==> config.mk <==
export PLATFORM = sky130hd
export DESIGN_NAME = pat_ctrl
export DESIGN_NICKNAME = d
export VERILOG_FILES = /design/src/hw/rtl/pat_pkg.sv /design/src/hw/rtl/pat_ctrl.sv
export SDC_FILE = /design/constraint.sdc
export NUM_CORES = 1
export LEC_CHECK = 0
export ABC_AREA = 0
export ABC_CLOCK_PERIOD_IN_PS = 1700
export BUFFER_PORTS_ARGS = -buffer_cell sky130_fd_sc_hd__buf_2
export CAP_MARGIN = 10
export CORE_AREA = 2 2 39 41
export CTS_BUF_LIST = sky130_fd_sc_hd__clkbuf_2 sky130_fd_sc_hd__clkbuf_4 sky130_fd_sc_hd__clkbuf_8
export CTS_CLUSTER_DIAMETER = 50
export DETAILED_ROUTE_END_ITERATION = 8
export DIE_AREA = 0 0 41 43
export PLACE_DENSITY = 0.31
export REMOVE_ABC_BUFFERS = 1
export SYNTH_ARGS = -nofsm -noshare
export SYNTH_HDL_FRONTEND = slang
export SYNTH_SLANG_ARGS = --single-unit
==> constraint.sdc <==
create_clock -name clk -period 1.7 [get_ports clk]
set_input_delay 0.085 -clock clk [delete_from_list [all_inputs] [get_ports clk]]
set_output_delay 0.085 -clock clk [all_outputs]
set_load 0.02 [all_outputs]
==> src/hw/rtl/pat_pkg.sv <==
package pat_pkg;

  // Default table depth.
  localparam int CAPACITY_DEF = 64;

  // Field widths fixed by the item formats.
  localparam int DT_W   = 17;
  localparam int SLOT_W = 6;
  localparam int LIVE_W = 7;

  // Operation codes of an input item.
  localparam logic OP_INSERT = 1'b0;
  localparam logic OP_TICK   = 1'b1;

  typedef struct packed {
    logic                op;
    logic [DT_W-1:0]     dt;
    logic signed [31:0]  pos_x;
    logic signed [31:0]  pos_y;
    logic signed [31:0]  pos_z;
    logic signed [31:0]  vel_x;
    logic signed [31:0]  vel_y;
    logic signed [31:0]  vel_z;
    logic [31:0]         lifetime;
  } in_item_t;

  typedef struct packed {
    logic [SLOT_W-1:0]   slot;
    logic signed [31:0]  out_x;
    logic signed [31:0]  out_y;
    logic signed [31:0]  out_z;
    logic                removed;
    logic                rejected;
    logic [LIVE_W-1:0]   live_count;
    logic                last;
  } out_item_t;

  // One table entry as it sits in the particle RAM.
  typedef struct packed {
    logic [31:0] pos_x;
    logic [31:0] pos_y;
    logic [31:0] pos_z;
    logic [31:0] vel_x;
    logic [31:0] vel_y;
    logic [31:0] vel_z;
    logic [31:0] age;
    logic [31:0] lifetime;
  } entry_t;

  typedef enum logic [1:0] {
    ST_IDLE,
    ST_READ,
    ST_EVAL,
    ST_FIN
  } state_t;

  // Commands from the controller to the datapath.
  typedef struct packed {
    logic insert;
    logic tick_start;
    logic rd_first;
    logic eval;
    logic fin;
  } cmd_t;

  // Status from the datapath to the controller.
  typedef struct packed {
    logic occ_zero;
    logic out_free;
    logic tick_last;
  } sts_t;

endpackage

==> src/hw/rtl/pat_ctrl.sv <==
module pat_ctrl (
  input  logic          clk,
  input  logic          rst_n,
  input  logic          in_valid,
  input  logic          in_op,
  output logic          in_ready,
  input  pat_pkg::sts_t sts,
  output pat_pkg::cmd_t cmd
);

  pat_pkg::state_t state_r;
  pat_pkg::state_t state_nxt;

  // State register.
  always_ff @(posedge clk) begin
    if (!rst_n) begin
      state_r <= pat_pkg::ST_IDLE;
    end else begin
      state_r <= state_nxt;
    end
  end

  // Next state and commands.
  always_comb begin
    state_nxt = state_r;
    cmd       = '0;
    in_ready  = 1'b0;
    unique case (state_r)
      pat_pkg::ST_IDLE: begin
        // An item is taken only when its first result can be stored.
        in_ready = sts.out_free;
        if (in_valid && sts.out_free) begin
          if (in_op == pat_pkg::OP_INSERT) begin
            cmd.insert = 1'b1;
          end else begin
            cmd.tick_start = 1'b1;
            if (!sts.occ_zero) begin
              state_nxt = pat_pkg::ST_READ;
            end
          end
        end
      end
      pat_pkg::ST_READ: begin
        cmd.rd_first = 1'b1;
        state_nxt    = pat_pkg::ST_EVAL;
      end
      pat_pkg::ST_EVAL: begin
        cmd.eval  = 1'b1;
        state_nxt = pat_pkg::ST_FIN;
      end
      pat_pkg::ST_FIN: begin
        // Finish the entry once the output register is free.
        if (sts.out_free) begin
          cmd.fin   = 1'b1;
          state_nxt = sts.tick_last ? pat_pkg::ST_IDLE : pat_pkg::ST_EVAL;
        end
      end
      default: begin
        state_nxt = pat_pkg::ST_IDLE;
      end
    endcase
  end

endmodule

==> impl_metrics.ini <==
[clock_tree]
cts_resized = 0
cts_buffer_depth = 2
cts_setup_buffers = 0
clkTransAtPathRegs_ns = 0.03
cts-buffers-inserted = 3
cts.sinks = 2
holdBufCountCts = 0
htreeDepth = 1
cts_tree = built
cts_root_buffer = clkbuf_4
clock_latency_ns = 0.22

[routing]
viasPerCell = 3.59
drc = 0
drt-initial-drc-count = 1
wl_per_cell_um = 8.41
wirelength_um = 370
vias = 158
drtAntennaViolNets = 0
drt-pass1-iter-count = 2

[global_routing]
grt_max_degree = 7
grt_pass1_wl_um = 455
antenna_found_initial = 0
grtUsageTotal_pct = 4.20
grt_pass1_vias = 143
grt_overflow = 0

[critical_path]
endpoint = cmd[4]
cp_cell_sequence = nor3b_2, and3b_1, buf_2
regToRegEndpoint = state_r[1]$_SDFFE_PN0P_
worstPathMaxFanout = 6
worstSetupStartpointType = flop
critPathRequiredTime_ns = 1.62
endpoint_kind = primary output
slowest_stage = dfxtp_1
arrival_ns = 1.13
crit_type = reg -> out
reg2reg_slack_ns = 0.90
r2r-start = state_r[1]$_SDFFE_PN0P_
max_stage_delay_ns = 0.34
ff2ff_path_depth = 2
critPathLaunch = state_r[0]$_SDFFE_PN0P_

[outcome]
status = completed

[timing]
slew_headroom_pct = 86.5
fmax_ghz = 0.825
slew_violations = 0
rsz0062_at_grt = no
finalHoldViolations = 0
fin_tns_setup_ns = 0
tightestPinTransition_ns = 0.203
finalCritPeriodShare_pct = 71.3
skew_ns = 0.00241
min_period_ns = 1.21
setup_violations = 0

[logic_synthesis]
synth_largest_area_cell = dfxtp_1
synth_cell_types = 11
synthXorXnorAreaFrac_pct = 0
ys.flop_type = dfxtp_1
ys_top_cells_by_count = 2 x and3_1, 2 x dfxtp_1
yosys.area_share.adder_pct = 0
syn_area_um2 = 123
ys_ff_latch = 2
synthSimpleGateAreaFrac_pct = 51.0
synth.area.mux_share_pct = 0
ys_seq_area_share_pct = 32.7
synth_compound_area_share_pct = 16.3
synth_area_leaders = dfxtp_1 33%, and3_1 10%, nor3b_2 10%, and4b_1 8.2%, o211a_1 8.2%
post_synth.cell_area_avg_um2 = 9.43
ys_warn_count = 0
syn_inst = 13
synth.top_cell.area_share_pct = 32.7
synth_top_family_by_area = simple AND/OR/NAND/NOR gates
synthArstFlopShare_pct = 0
synth-edff-count = 0

[run]
max_cap_viol_count = 0

[final_layout]
drive_gt1_share_pct = 60.7
largest_registers = state_r (2)
instances_no_fill = 44
max_flop_register = state_r
fin_nets = 37
area_growth_pct = 83.7
layout.filler_cells = 149
regArea_um2 = 40.0
n_antenna_cell = 0
largest_register_ffs = 2
multi_input_area_um2 = 82.6

[placed_design]
place.gp.congestion = 0.485
dp_hpwl_um = 312
place_inst = 41
io_buffers = 12

[floorplanning]
top_level_ports = 13
start_util_pct = 8.86
core_um2 = 1380
core.rowCount = 14
die-area_um2 = 1760
die_width_um = 41
die_h_um = 43

[power]
ir_drop_uv = 161
p_leak_nw = 0.143
powerDensity_nw_per_um2 = 823

[hold_path]
holdCritPathClass = in -> reg
metrics by stage:
step	utilization, %	hold WS [ns]	total power [mW]	setup WS (ns)	cell area [µm²]
2_1_floorplan	-	0.174	0.0690	0.565	123
3_3_place_gp	14.6	0.259	0.0832	0.727	203
3_5_place_dp	14.6	0.277	0.0849	0.692	203
4_1_cts	16.3	0.0376	0.192	0.461	225
5_1_grt	16.3	0.0442	0.199	0.403	225
6_report	16.3	0.0425	0.185	0.489	225
cells in the final DEF, fill, tap and decap left out:
cell       n
o211a_1    1
nor3b_2    1
and4b_1    1
dfxtp_1    2
and2b_2    1
buf_2     12
o21ai_0    1
and3b_1    1
nor2b_1    1
nand2_1    1
clkbuf_4   3
a21oi_1    1
and3_1     2
worst min path at each step:
stage          slack [ns]  depth (start not counted)                 endpoint    from
6_report             0.04                          2  state_r[1]$_SDFFE_PN0P_  sts[0]
5_1_grt              0.04                          2  state_r[1]$_SDFFE_PN0P_  sts[0]
4_1_cts              0.04                          2  state_r[1]$_SDFFE_PN0P_  sts[0]
3_5_place_dp         0.28                          2  state_r[1]$_SDFFE_PN0P_  sts[0]
3_3_place_gp         0.26                          2  state_r[1]$_SDFFE_PN0P_  sts[0]
2_1_floorplan        0.17                          1  state_r[1]$_SDFFE_PN0P_  sts[0]
power by group:
group | leakage (nW) | total [mW] | internal [mW] | switching, mW
Combinational | 0.113 | 0.0312 | 0.0148 | 0.0164
Sequential | 0.0162 | 0.0523 | 0.0494 | 0.00294
Clock | 0.0138 | 0.102 | 0.0777 | 0.0243
Total | 0.143 | 0.185 | 0.142 | 0.0436
area by class of cell:
type,count,area share [%]
multi-input cells,11,36.7
clock buffers,3,10.0
well taps,16,8.89
repair buffers,12,26.7
flip-flops and latches,2,17.8
cells by family after synthesis:
group / count (synthesis)
AOI/OAI and AO/OA: 3
and+or+nand+nor: 8
DFF: 2
worst max-delay path, delay by kind of cell, from the launching register on:
| family | cells | cell delay (ns) |
|---|---|---|
| AND/OR/NAND/NOR | 2 | 0.42 |
| buffers and inverters | 1 | 0.15 |
| flip-flops | 1 | 0.34 |
routing by layer:
metal  global-route usage, %  part of all wire [%]
met1                    4.76                    47
met2                    5.63                    39
met3                    1.57                    14
met4                    4.00                     0
met5                       0                     0
(Power assumes the default switching activity.)
